### config.mk
export PLATFORM = sky130hd
export DESIGN_NAME = integer_to_radix_ascii_core_flat
export DESIGN_NICKNAME = d
export VERILOG_FILES = /design/src/ira_pkg.sv /design/src/ira_if.sv /design/src/integer_to_radix_ascii_core.sv /design/src/ira_dabble.sv /design/src/flat_wrapper.sv
export SDC_FILE = /design/constraint.sdc
export NUM_CORES = 1
export LEC_CHECK = 0
export BUFFER_PORTS_ARGS = -buffer_cell sky130_fd_sc_hd__buf_2
export CORE_ASPECT_RATIO = 0.6
export CORE_MARGIN = 2
export CORE_UTILIZATION = 38
export CTS_BUF_LIST = sky130_fd_sc_hd__clkbuf_4
export DETAILED_ROUTE_END_ITERATION = 6
export PLACE_DENSITY = 0.52
export RECOVER_POWER = 100
export SYNTH_ARGS = -nofsm -noshare
export SYNTH_HDL_FRONTEND = slang
export SYNTH_SLANG_ARGS = --single-unit
### constraint.sdc
create_clock -name clk -period 10.4 [get_ports clk]
set_input_delay 1.04 -clock clk [delete_from_list [all_inputs] [get_ports clk]]
set_output_delay 1.04 -clock clk [all_outputs]
set_load 0.02 [all_outputs]
### src/ira_pkg.sv
// shared constants and radix codes for the integer to ascii converter
package ira_pkg;

  // input value width and derived digit counts
  localparam int VALUE_BITS = 31;
  localparam int BIN_DIGITS = VALUE_BITS;
  localparam int OCT_DIGITS = (VALUE_BITS + 2) / 3;
  localparam int HEX_DIGITS = (VALUE_BITS + 3) / 4;
  // floor(bits * log10(2)) + 1
  localparam int DEC_DIGITS = ((VALUE_BITS * 1233) >> 12) + 1;

  // digit word wide enough for the bcd form and every power-of-two form
  localparam int DIG_W_DEC = 4 * DEC_DIGITS;
  localparam int DIG_W_OCT = 3 * OCT_DIGITS;
  localparam int DIG_W_HEX = 4 * HEX_DIGITS;
  localparam int DIG_W_A   = (DIG_W_DEC > DIG_W_OCT) ? DIG_W_DEC : DIG_W_OCT;
  localparam int DIG_W_B   = (DIG_W_HEX > BIN_DIGITS) ? DIG_W_HEX : BIN_DIGITS;
  localparam int DIG_W     = (DIG_W_A > DIG_W_B) ? DIG_W_A : DIG_W_B;

  // counter holds up to the longest digit string or step count
  localparam int CNT_W = $clog2(VALUE_BITS + 1);

  // radix select codes
  localparam logic [1:0] OP_DEC = 2'd0;
  localparam logic [1:0] OP_BIN = 2'd1;
  localparam logic [1:0] OP_OCT = 2'd2;
  localparam logic [1:0] OP_HEX = 2'd3;

  // ascii offsets for digits and upper-case letters
  localparam logic [6:0] ASCII_ZERO = 7'd48;
  localparam logic [6:0] ASCII_BIAS = 7'd55;

endpackage

### src/ira_if.sv
// valid/ready channel interfaces for input items and result items
interface ira_in_if import ira_pkg::*; ();
  logic                  valid;
  logic                  ready;
  logic [1:0]            op;
  logic [VALUE_BITS-1:0] value;

  modport source (output valid, output op, output value, input ready);
  modport sink   (input valid, input op, input value, output ready);
endinterface

interface ira_out_if import ira_pkg::*; ();
  logic       valid;
  logic       ready;
  logic [6:0] digit_char;
  logic       last;

  modport source (output valid, output digit_char, output last, input ready);
  modport sink   (input valid, input digit_char, input last, output ready);
endinterface

### src/integer_to_radix_ascii_core.sv
// top level: converts a non-negative integer to ascii digits, most significant first
// decimal: each of the VALUE_BITS (31) bits passes through the shared shift-add-3 bcd step, then digits
// binary, octal, hex: the emit phase starts the cycle after the item is taken
// emit phase: each digit position in turn, leading zero positions dropped without output
// and digits held back while the output stalls; a new item is taken only in idle, after
// the last digit of the previous one is loaded into the output register; synchronous
// active-low reset clears the sequencer and the output valid
module integer_to_radix_ascii_core import ira_pkg::*; (
  input  logic      clk,
  input  logic      rst_n,
  ira_in_if.sink    in_ch,
  ira_out_if.source out_ch
);

  localparam logic [1:0] ST_IDLE = 2'd0;
  localparam logic [1:0] ST_CONV = 2'd1;
  localparam logic [1:0] ST_EMIT = 2'd2;

  localparam int BIN_SH = DIG_W - BIN_DIGITS;
  localparam int OCT_SH = DIG_W - DIG_W_OCT;
  localparam int HEX_SH = DIG_W - DIG_W_HEX;

  logic [1:0]            state_r, state_nxt;
  logic [1:0]            op_r, op_nxt;
  logic [VALUE_BITS-1:0] shreg_r, shreg_nxt;
  logic [DIG_W-1:0]      dig_r, dig_nxt;
  logic [CNT_W-1:0]      cnt_r, cnt_nxt;
  logic                  seen_r, seen_nxt;
  logic                  out_valid_r, out_valid_nxt;
  logic [6:0]            out_char_r, out_char_nxt;
  logic                  out_last_r, out_last_nxt;

  logic [DIG_W-1:0] bcd_step;
  logic [3:0]       cur_digit;
  logic [DIG_W-1:0] dig_shifted;
  logic             is_last;
  logic             skip;
  logic             can_load;
  logic             emit;
  logic             in_take;

  // shared bcd step unit
  ira_dabble u_dabble (
    .bcd     (dig_r),
    .bit_in  (shreg_r[VALUE_BITS-1]),
    .bcd_nxt (bcd_step)
  );

  // handshake signals
  assign in_ch.ready       = (state_r == ST_IDLE);
  assign in_take           = in_ch.valid && in_ch.ready;
  assign out_ch.valid      = out_valid_r;
  assign out_ch.digit_char = out_char_r;
  assign out_ch.last       = out_last_r;
  assign can_load          = !out_valid_r || out_ch.ready;

  // current top digit and the word after it is consumed
  always_comb begin
    case (op_r)
      OP_BIN: begin
        cur_digit   = {3'b000, dig_r[DIG_W-1]};
        dig_shifted = {dig_r[DIG_W-2:0], 1'b0};
      end
      OP_OCT: begin
        cur_digit   = {1'b0, dig_r[DIG_W-1 -: 3]};
        dig_shifted = {dig_r[DIG_W-4:0], 3'b000};
      end
      default: begin
        cur_digit   = dig_r[DIG_W-1 -: 4];
        dig_shifted = {dig_r[DIG_W-5:0], 4'b0000};
      end
    endcase
  end

  // leading zeros are dropped, but the final digit always goes out
  assign is_last = (cnt_r == CNT_W'(1));
  assign skip    = (cur_digit == 4'd0) && !seen_r && !is_last;
  assign emit    = (state_r == ST_EMIT) && !skip && can_load;

  // sequencer and datapath next values
  always_comb begin
    state_nxt     = state_r;
    op_nxt        = op_r;
    shreg_nxt     = shreg_r;
    dig_nxt       = dig_r;
    cnt_nxt       = cnt_r;
    seen_nxt      = seen_r;
    out_valid_nxt = out_valid_r && !out_ch.ready;
    out_char_nxt  = out_char_r;
    out_last_nxt  = out_last_r;
    case (state_r)
      ST_IDLE: begin
        if (in_take) begin
          op_nxt   = in_ch.op;
          seen_nxt = 1'b0;
          case (in_ch.op)
            OP_DEC: begin
              shreg_nxt = in_ch.value;
              dig_nxt   = '0;
              cnt_nxt   = CNT_W'(VALUE_BITS);
              state_nxt = ST_CONV;
            end
            OP_BIN: begin
              dig_nxt   = DIG_W'(in_ch.value) << BIN_SH;
              cnt_nxt   = CNT_W'(BIN_DIGITS);
              state_nxt = ST_EMIT;
            end
            OP_OCT: begin
              dig_nxt   = DIG_W'(in_ch.value) << OCT_SH;
              cnt_nxt   = CNT_W'(OCT_DIGITS);
              state_nxt = ST_EMIT;
            end
            default: begin
              dig_nxt   = DIG_W'(in_ch.value) << HEX_SH;
              cnt_nxt   = CNT_W'(HEX_DIGITS);
              state_nxt = ST_EMIT;
            end
          endcase
        end
      end
      ST_CONV: begin
        dig_nxt   = bcd_step;
        shreg_nxt = {shreg_r[VALUE_BITS-2:0], 1'b0};
        if (is_last) begin
          cnt_nxt   = CNT_W'(DEC_DIGITS);
          state_nxt = ST_EMIT;
        end else begin
          cnt_nxt = cnt_r - CNT_W'(1);
        end
      end
      ST_EMIT: begin
        if (skip) begin
          dig_nxt = dig_shifted;
          cnt_nxt = cnt_r - CNT_W'(1);
        end else if (can_load) begin
          out_valid_nxt = 1'b1;
          out_char_nxt  = (cur_digit < 4'd10) ? (ASCII_ZERO + 7'(cur_digit))
                                              : (ASCII_BIAS + 7'(cur_digit));
          out_last_nxt  = is_last;
          dig_nxt       = dig_shifted;
          cnt_nxt       = cnt_r - CNT_W'(1);
          seen_nxt      = 1'b1;
          if (is_last) begin
            state_nxt = ST_IDLE;
          end
        end
      end
      default: begin
        state_nxt = ST_IDLE;
      end
    endcase
  end

  // control registers
  always_ff @(posedge clk) begin
    if (!rst_n) begin
      state_r     <= ST_IDLE;
      out_valid_r <= 1'b0;
    end else begin
      state_r     <= state_nxt;
      out_valid_r <= out_valid_nxt;
    end
  end

  // payload registers
  always_ff @(posedge clk) begin
    op_r       <= op_nxt;
    shreg_r    <= shreg_nxt;
    dig_r      <= dig_nxt;
    cnt_r      <= cnt_nxt;
    seen_r     <= seen_nxt;
    out_char_r <= out_char_nxt;
    out_last_r <= out_last_nxt;
  end

  // counter never runs out while converting or emitting
  a_cnt_live: assert property (@(posedge clk) disable iff (!rst_n)
    (state_r == ST_CONV || state_r == ST_EMIT) |-> cnt_r != '0)
    else $error("digit counter empty while busy");

  // every result is a legal digit character
  a_char_legal: assert property (@(posedge clk) disable iff (!rst_n)
    out_valid_r |-> ((out_char_r >= 7'd48 && out_char_r <= 7'd57) ||
                     (out_char_r >= 7'd65 && out_char_r <= 7'd70)))
    else $error("illegal digit character");

  // the final digit returns the sequencer to idle
  a_last_idle: assert property (@(posedge clk) disable iff (!rst_n)
    (emit && is_last) |=> (state_r == ST_IDLE && out_valid_r && out_last_r))
    else $error("last digit did not end the item");

  // bcd digits stay decimal once conversion is done
  a_bcd_range: assert property (@(posedge clk) disable iff (!rst_n)
    (state_r == ST_EMIT && op_r == OP_DEC) |-> dig_r[DIG_W-1 -: 4] <= 4'd9)
    else $error("bcd digit out of range");

endmodule

### src/ira_dabble.sv
// one shift-and-add-3 step of the binary to bcd conversion
module ira_dabble import ira_pkg::*; (
  input  logic [DIG_W-1:0] bcd,
  input  logic             bit_in,
  output logic [DIG_W-1:0] bcd_nxt
);

  logic [DIG_W-1:0] adj;

  // correct every bcd digit of 5 or more before the shift
  always_comb begin
    adj = bcd;
    for (int i = 0; i < DEC_DIGITS; i++) begin
      if (bcd[4*i +: 4] >= 4'd5) begin
        adj[4*i +: 4] = bcd[4*i +: 4] + 4'd3;
      end
    end
  end

  assign bcd_nxt = {adj[DIG_W-2:0], bit_in};

endmodule

### src/flat_wrapper.sv
// flat-port wrapper written by rule: the top's interface ports become plain ports
module integer_to_radix_ascii_core_flat import ira_pkg::*;
  (clk, rst_n, in_ch_valid, in_ch_op, in_ch_value, in_ch_ready, out_ch_valid, out_ch_digit_char, out_ch_last, out_ch_ready);
  ira_in_if in_ch_i ();
  ira_out_if out_ch_i ();
  input  logic clk;
  input  logic rst_n;
  input wire logic [$bits(in_ch_i.valid)-1:0] in_ch_valid;
  input wire logic [$bits(in_ch_i.op)-1:0] in_ch_op;
  input wire logic [$bits(in_ch_i.value)-1:0] in_ch_value;
  output wire logic [$bits(in_ch_i.ready)-1:0] in_ch_ready;
  output wire logic [$bits(out_ch_i.valid)-1:0] out_ch_valid;
  output wire logic [$bits(out_ch_i.digit_char)-1:0] out_ch_digit_char;
  output wire logic [$bits(out_ch_i.last)-1:0] out_ch_last;
  input wire logic [$bits(out_ch_i.ready)-1:0] out_ch_ready;
  assign in_ch_i.valid = in_ch_valid;
  assign in_ch_i.op = in_ch_op;
  assign in_ch_i.value = in_ch_value;
  assign in_ch_ready = in_ch_i.ready;
  assign out_ch_valid = out_ch_i.valid;
  assign out_ch_digit_char = out_ch_i.digit_char;
  assign out_ch_last = out_ch_i.last;
  assign out_ch_i.ready = out_ch_ready;
  integer_to_radix_ascii_core u_core (.clk(clk), .rst_n(rst_n), .in_ch(in_ch_i), .out_ch(out_ch_i));
endmodule
==> impl_metrics.json, run 1 <==
{
  "postSynthCellCount": 689,
  "critPathCapture": "u_core.shreg_r[1]",
  "outcome": "complete, but fails checks",
  "synthMostInstantiatedCell": "sky130_fd_sc_hd__edfxtp_1",
  "grt_usage": 0.175,
  "insertion_delay_ns": 0.47,
  "timing.critical_path.to_type": "flop",
  "timing.critical_path.cells": "inv_1 > ha_1 > clkbuf_1 > a22o_1 > clkbuf_1",
  "detailed_place_hpwl_mm": 10.0,
  "final-max-slew-violation-count": 313,
  "hold_path_depth": 2,
  "cellLeakagePower_uw": 0.00247,
  "synth-seq-cells": 90,
  "slew_headroom": -1.42,
  "regToRegSetupSlack_ns": 4.99,
  "wire_per_inst_um": 16.5,
  "timing.reg2reg.worst_path_depth": 5,
  "avgViaCountPerCell": 5.64,
  "critical_path_required_ns": 10.47,
  "cts_resized": 0,
  "num-fill-cells": 1725,
  "cellPowerDensity_nw_per_um2": 263,
  "hold_slack_final_ns": 0.548,
  "cpMaxStageDelayCell": "sky130_fd_sc_hd__clkbuf_1",
  "clock_tree_from_tritoncts": "yes",
  "gp_congestion": 0.810,
  "globalRouteOverflowTotal": 0,
  "crit_path_class": "reg2reg",
  "synth-main-ff-cell": "sky130_fd_sc_hd__edfxtp_1",
  "totalNegativeSetupSlack_ns": 0,
  "worst_setup_hold_path_clk_slew_ns": 0.16,
  "violated_checks": "max-capacitance violations, max-slew violations",
  "synth_area_um2": 6530,
  "critical_path.max_fanout": 68,
  "dieHeight_um": 106,
  "synthesis.area_per_instance_um2": 9.48,
  "clkSinkCount": 90,
  "final_net_count": 767,
  "vdd.ir_drop.worst_uv": 93.9,
  "crit_start": "u_core.state_r[1]",
  "drc": 0,
  "row_count": 37,
  "synth.top_cell.area_share": 0.400,
  "core_region_area_um2": 17000,
  "cp-start-kind": "flop",
  "drive_gt1_frac": 0.142,
  "dieArea_um2": 18300,
  "final.min_clock_period_ns": 5.41,
  "critical-path-top-cell-by-count": "sky130_fd_sc_hd__clkbuf_1",
  "ys_seq_area_frac": 0.409,
  "grt_first_pass_wirelength_mm": 26.2,
  "fp.dieW_um": 173,
  "worst_hold_startpoint": "u_core.shreg_r[23]",
  "max_cap_violations": 6,
  "start_util": 0.384,
  "total_power_uw": 1830,
  "initial_antenna_violation_count": 0,
  "via_count": 5298,
  "timing.final.hold_violations": 0,
  "detail_route.iter0.violations": 517,
  "ctsHoldBuffers": 0,
  "max_freq_ghz": 0.185,
  "pre_antenna_drt_iters": 5,
  "postPlaceCellArea_um2": 6910,
  "postCtsSetupBuffers": 0,
  "yosys-top-cells-area": "sky130_fd_sc_hd__edfxtp_1 (40%), sky130_fd_sc_hd__mux2_2 (7.6%), sky130_fd_sc_hd__a21oi_1 (6.4%)",
  "critical_path.reg2reg.startpoint": "u_core.state_r[1]",
  "critical_path_arrival_ns": 5.48,
  "worst_slew_pin_slew_ns": 3.62,
  "cp_slowest_stage_delay_ns": 2.55,
  "grt_pass1_vias": 4990,
  "cts_buffer_depth": 2,
  "synth_largest_area_cell": "sky130_fd_sc_hd__edfxtp_1",
  "ioPinCount": 47,
  "clockRootBuffer": "sky130_fd_sc_hd__clkbuf_4",
  "postSynthNetCount": 756,
  "fin_worst_skew_ns": 0.0236,
  "synth_edf_count": 87,
  "async_reset_ff_frac": 0,
  "detail-route-antenna-nets": 0,
  "rsz0062_at_grt": "false",
  "drt-total-wl_mm": 15.5,
  "post-route-cell-area_um2": 6970,
  "numCtsBuffers": 9,
  "deepest_level_of_the_cts_h_tree": 3,
  "worst_hold_path_type": "reg2reg",
  "synth_warnings": 0,
  "insertedDiodeCount": 0,
  "portBuffers": 46,
  "setup_viol": 0,
  "grt_max_degree": 76,
  "synthToLayoutAreaGrowth_pct": 6.67,
  "timing.rr.end": "u_core.shreg_r[1]",
  "cell_types_with_the_highest_counts_after_synthesis": "sky130_fd_sc_hd__edfxtp_1 (87), sky130_fd_sc_hd__a21oi_1 (84), sky130_fd_sc_hd__nand2_1 (56)",
  "synth.lib_cells_used.distinct": 44,
  "final.period_utilization": 0.520
}
## cells in the final DEF (no fill, tap or decap), drive strengths merged, types with 30 or more instances in the layout
master  netlist  routed
a21oi        85      85
o21ai        48      48
nor2         36      36
inv          36      37
nand2        56      56
edfxtp       87      87
mux2         44      44
nand2b       30      30
ha           30      30
a22oi        43      43
buf          29      39
## power by group
part	leakage, uW	switching [uW]	internal [uW]	total [uW]
clock	0.0000604	132	52.0	184
combinational	0.00154	545	371	916
sequential	0.000870	150	584	734
## how the worst min path moves through the flow
stage                                     to  slack (ns)
after floorplan           u_core.shreg_r[16]        0.50
after global placement    u_core.shreg_r[16]        0.51
after detailed placement  u_core.shreg_r[24]        0.52
after CTS                 u_core.shreg_r[24]        0.55
after global routing      u_core.shreg_r[19]        0.59
final                     u_core.shreg_r[24]        0.55
## routing by layer
metal  wire length (um)  GRT usage  part of all wire  up-vias
li1                   -          -                 -     2604
met1               7910      0.256              0.51     2525
met2               6650      0.267              0.43      158
met3                795     0.0335             0.051       11
met4                178     0.0424             0.011        0
met5                  0          0                 0        -
## cell type report
type / count / area [um^2] / share of cell area
Clock buffer: 10 / 75.1 / 0.0108
Clock inverter: 6 / 41.3 / 0.00593
Inverter: 36 / 135 / 0.0194
Multi-Input combinational cell: 508 / 3490 / 0.501
Sequential cell: 90 / 2670 / 0.384
Tap cell: 234 / 293 / 0.0420
Timing Repair Buffer: 55 / 263 / 0.0377
## metrics by stage
step | setup WS [ns] | util | std cells
6_report | 4.99 | 0.410 | 939
4_1_cts | 7.14 | 0.414 | 939
2_1_floorplan | 4.87 | - | 689
3_5_place_dp | 7.16 | 0.407 | 923
3_3_place_gp | 7.30 | 0.407 | 923
5_1_grt | 4.53 | 0.410 | 939
## cells by family (layout without fill, tap and decap cells)
group,after synthesis,in the layout,share of synthesized area
simple gates,151,151,0.112
flops,90,90,0.409
fa+ha+maj,30,30,0.0575
mux,57,57,0.0958
compound gates,256,256,0.251
buf+inv,91,107,0.0554
xor+xnor,14,14,0.0188
## critical path, delay by kind of cell, from the launching register on
family,cells,cell delay [ns]
buf+inv,3,3.96
compound gates,1,0.45
flops,1,0.36
fa+ha+maj,1,0.19
## state kept, by name, indices dropped and copies added, names as in the netlist
signal	flops
u_core.out_ch.last	1
u_core.cnt_r	5
u_core.out_ch.valid	1
u_core.op_r	2
u_core.state_r	2
u_core.out_ch.digit_char	7
u_core.seen_r	1
u_core.dig_r	40
u_core.shreg_r	31
Note: power is estimated with default switching activity, not from simulation.
==> run 2: changes to the inputs <==
ABC_AREA = 1   (was default)
clock period = 5.3 ns   (was 10.4 ns; I/O delays follow)
==> impl_metrics.json, run 2 <==
{
  "outcome": "complete, but fails checks",
  "violated_checks": "max-capacitance violations, max-slew violations",
  "yosys-top-cells-area": "sky130_fd_sc_hd__edfxtp_1 (41%), sky130_fd_sc_hd__o21ai_0 (9.2%), sky130_fd_sc_hd__a21oi_1 (7.1%)",
  "gp_congestion": 0.885,
  "layout_common_cells": "sky130_fd_sc_hd__o21ai_0 (118), sky130_fd_sc_hd__nand2_1 (114), sky130_fd_sc_hd__inv_1 (111), sky130_fd_sc_hd__a21oi_1 (92), sky130_fd_sc_hd__edfxtp_1 (87)",
  "cts_buffer_depth": 2,
  "insertion_delay_ns": 0.51,
  "worst_slew_pin_slew_ns": 1.78,
  "layout_setup_ws_ns": 1.09,
  "worst_hold_startpoint": "rst_n",
  "cp_num_buf_inv": 4,
  "max_cap_violations": 2,
  "synthToLayoutAreaGrowth_pct": 6.80,
  "drive_gt1_frac": 0.0787,
  "synth_area_um2": 6400,
  "row_count": 36,
  "via_count": 5996,
  "synthMostInstantiatedCell": "sky130_fd_sc_hd__o21ai_0",
  "timing.critical_path.to_type": "flop",
  "postSynthNetCount": 855,
  "totalNegativeSetupSlack_ns": 0,
  "core_region_area_um2": 16400,
  "postCtsSetupBuffers": 0,
  "async_reset_ff_frac": 0,
  "timing.critical_path.cells": "inv_1 > ha_1 > inv_1 > o21ai_0 > o21a_1 > inv_1 > ha_1 > nand2_1 > nor2_1 > nand3_1 > a211oi_1 > clkbuf_2",
  "drc": 0,
  "cp_slowest_stage_delay_ns": 1.00,
  "final.period_utilization": 0.794,
  "regToRegSetupSlack_ns": 1.09,
  "final.min_clock_period_ns": 4.21,
  "synth_warnings": 0,
  "setup_viol": 0,
  "synth-seq-cells": 90,
  "globalRouteOverflowTotal": 0,
  "drt-total-wl_mm": 19.7,
  "detailed_place_hpwl_mm": 13.8,
  "fin_worst_skew_ns": 0.0304,
  "rsz0062_at_grt": "false",
  "hold_path_depth": 3,
  "cts_resized": 0,
  "avgViaCountPerCell": 5.76,
  "cpMaxStageDelayCell": "sky130_fd_sc_hd__clkbuf_2",
  "synth_edf_count": 87,
  "pre_antenna_drt_iters": 6,
  "worst_setup_hold_path_clk_slew_ns": 0.15,
  "numCtsBuffers": 9,
  "clock_tree_from_tritoncts": "yes",
  "fp.dieW_um": 172,
  "postPlaceCellArea_um2": 6740,
  "cellLeakagePower_uw": 0.00272,
  "start_util": 0.391,
  "postSynthCellCount": 788,
  "cp-start-kind": "flop",
  "synth.top_cell.area_share": 0.408,
  "leading_cell_type_in_the_layout_fill_and_taps_excluded": "sky130_fd_sc_hd__o21ai_0",
  "max_freq_ghz": 0.238,
  "slew_headroom": -0.187,
  "critical_path_required_ns": 5.41,
  "final_net_count": 875,
  "crit_path_class": "reg2reg",
  "final-max-slew-violation-count": 65,
  "critical-path-top-cell-by-count": "sky130_fd_sc_hd__inv_1",
  "timing.reg2reg.worst_path_depth": 12,
  "dieHeight_um": 105,
  "largest_reg_flops": 40,
  "synth-main-ff-cell": "sky130_fd_sc_hd__edfxtp_1",
  "detail-route-antenna-nets": 0,
  "grt_usage": 0.228,
  "timing.final.hold_violations": 0,
  "deepest_level_of_the_cts_h_tree": 3,
  "post-route-cell-area_um2": 6830,
  "hold_slack_final_ns": 0.257,
  "wire_per_inst_um": 18.9,
  "dieArea_um2": 17900,
  "critical_path.reg2reg.startpoint": "u_core.op_r[0]",
  "grt_first_pass_wirelength_mm": 31.3,
  "grt_pass1_vias": 5383,
  "synth.lib_cells_used.distinct": 41,
  "detail_route.iter0.violations": 692,
  "clkSinkCount": 90,
  "cell_types_with_the_highest_counts_after_synthesis": "sky130_fd_sc_hd__o21ai_0 (118), sky130_fd_sc_hd__nand2_1 (114), sky130_fd_sc_hd__inv_1 (108)",
  "critical_path.max_fanout": 45,
  "cellPowerDensity_nw_per_um2": 571,
  "synthesis.area_per_instance_um2": 8.12,
  "largest_register": "u_core.dig_r",
  "ctsHoldBuffers": 0,
  "grt_max_degree": 68,
  "critical_path_arrival_ns": 4.32,
  "timing.rr.end": "u_core.dig_r[1]",
  "synth_largest_area_cell": "sky130_fd_sc_hd__edfxtp_1",
  "path_delay_family": "buffers and inverters",
  "ys_seq_area_frac": 0.418,
  "portBuffers": 46,
  "vdd.ir_drop.worst_uv": 153,
  "initial_antenna_violation_count": 0,
  "worst_hold_path_type": "in2reg",
  "insertedDiodeCount": 0,
  "ioPinCount": 47,
  "min_delay_worst_endpoint": "u_core.state_r[1]",
  "clockRootBuffer": "sky130_fd_sc_hd__clkbuf_4",
  "pre_cts_slack_ns": 1.77
}
run 2: cells by family after synthesis:
group	after synthesis	share of synthesized area
buffers and inverters	158	0.106
adders and majority gates	30	0.0587
and+or+nand+nor	192	0.128
AOI/OAI and AO/OA	308	0.277
DFF	90	0.418
xor gates and xnor gates	10	0.0137
run 2: power by group:
group          internal [uW]  switching, uW  total, uW
Clock                    194            278        473
Combinational            595           1430       2020
Sequential              1190            213       1410
run 2: tightest hold or removal path, stage by stage:
cell and delay, ns:
sky130_fd_sc_hd__buf_2 0.11, sky130_fd_sc_hd__nand2_1 0.06, sky130_fd_sc_hd__nor2_1 0.03
run 2: final cells by class:
| class | instances | area (um^2) |
|---|---|---|
| fillers | 1649 | 9520 |
| multi-input cells | 540 | 3030 |
| flip-flops and latches | 90 | 2670 |
| inverters | 115 | 432 |
| well taps | 228 | 285 |
| repair buffers | 52 | 250 |
| clock inverters | 7 | 98.8 |
| clock buffers | 9 | 67.6 |
run 2: worst max path at each step:
stage | slack (ns) | cells after the start | from | end
5_1_grt | 0.78 | 12 | u_core.op_r[0] | u_core.dig_r[1]
4_1_cts | 1.72 | 11 | u_core.op_r[1] | u_core.dig_r[1]
2_1_floorplan | 1.19 | 12 | u_core.op_r[0] | u_core.cnt_r[0]
6_report | 1.09 | 12 | u_core.op_r[0] | u_core.dig_r[1]
3_3_place_gp | 1.88 | 11 | u_core.op_r[0] | u_core.dig_r[28]
3_5_place_dp | 1.77 | 11 | u_core.op_r[1] | u_core.dig_r[29]
run 2: per-stage QoR:
step           utilization  power [uW]  std cells
2_1_floorplan            -        2850        788
3_3_place_gp         0.412        3360       1025
3_5_place_dp         0.412        3410       1025
4_1_cts              0.422        3890       1041
5_1_grt              0.418        4230       1041
6_report             0.418        3900       1041
run 2: routing by layer:
metal | track usage | vias up | share of wire
met1 | 0.369 | 2868 | 0.51
met2 | 0.286 | 275 | 0.38
met5 | 0 | - | 0
met3 | 0.0830 | 12 | 0.11
met4 | 0.0321 | 0 | 0.0058
li1 | - | 2841 | -
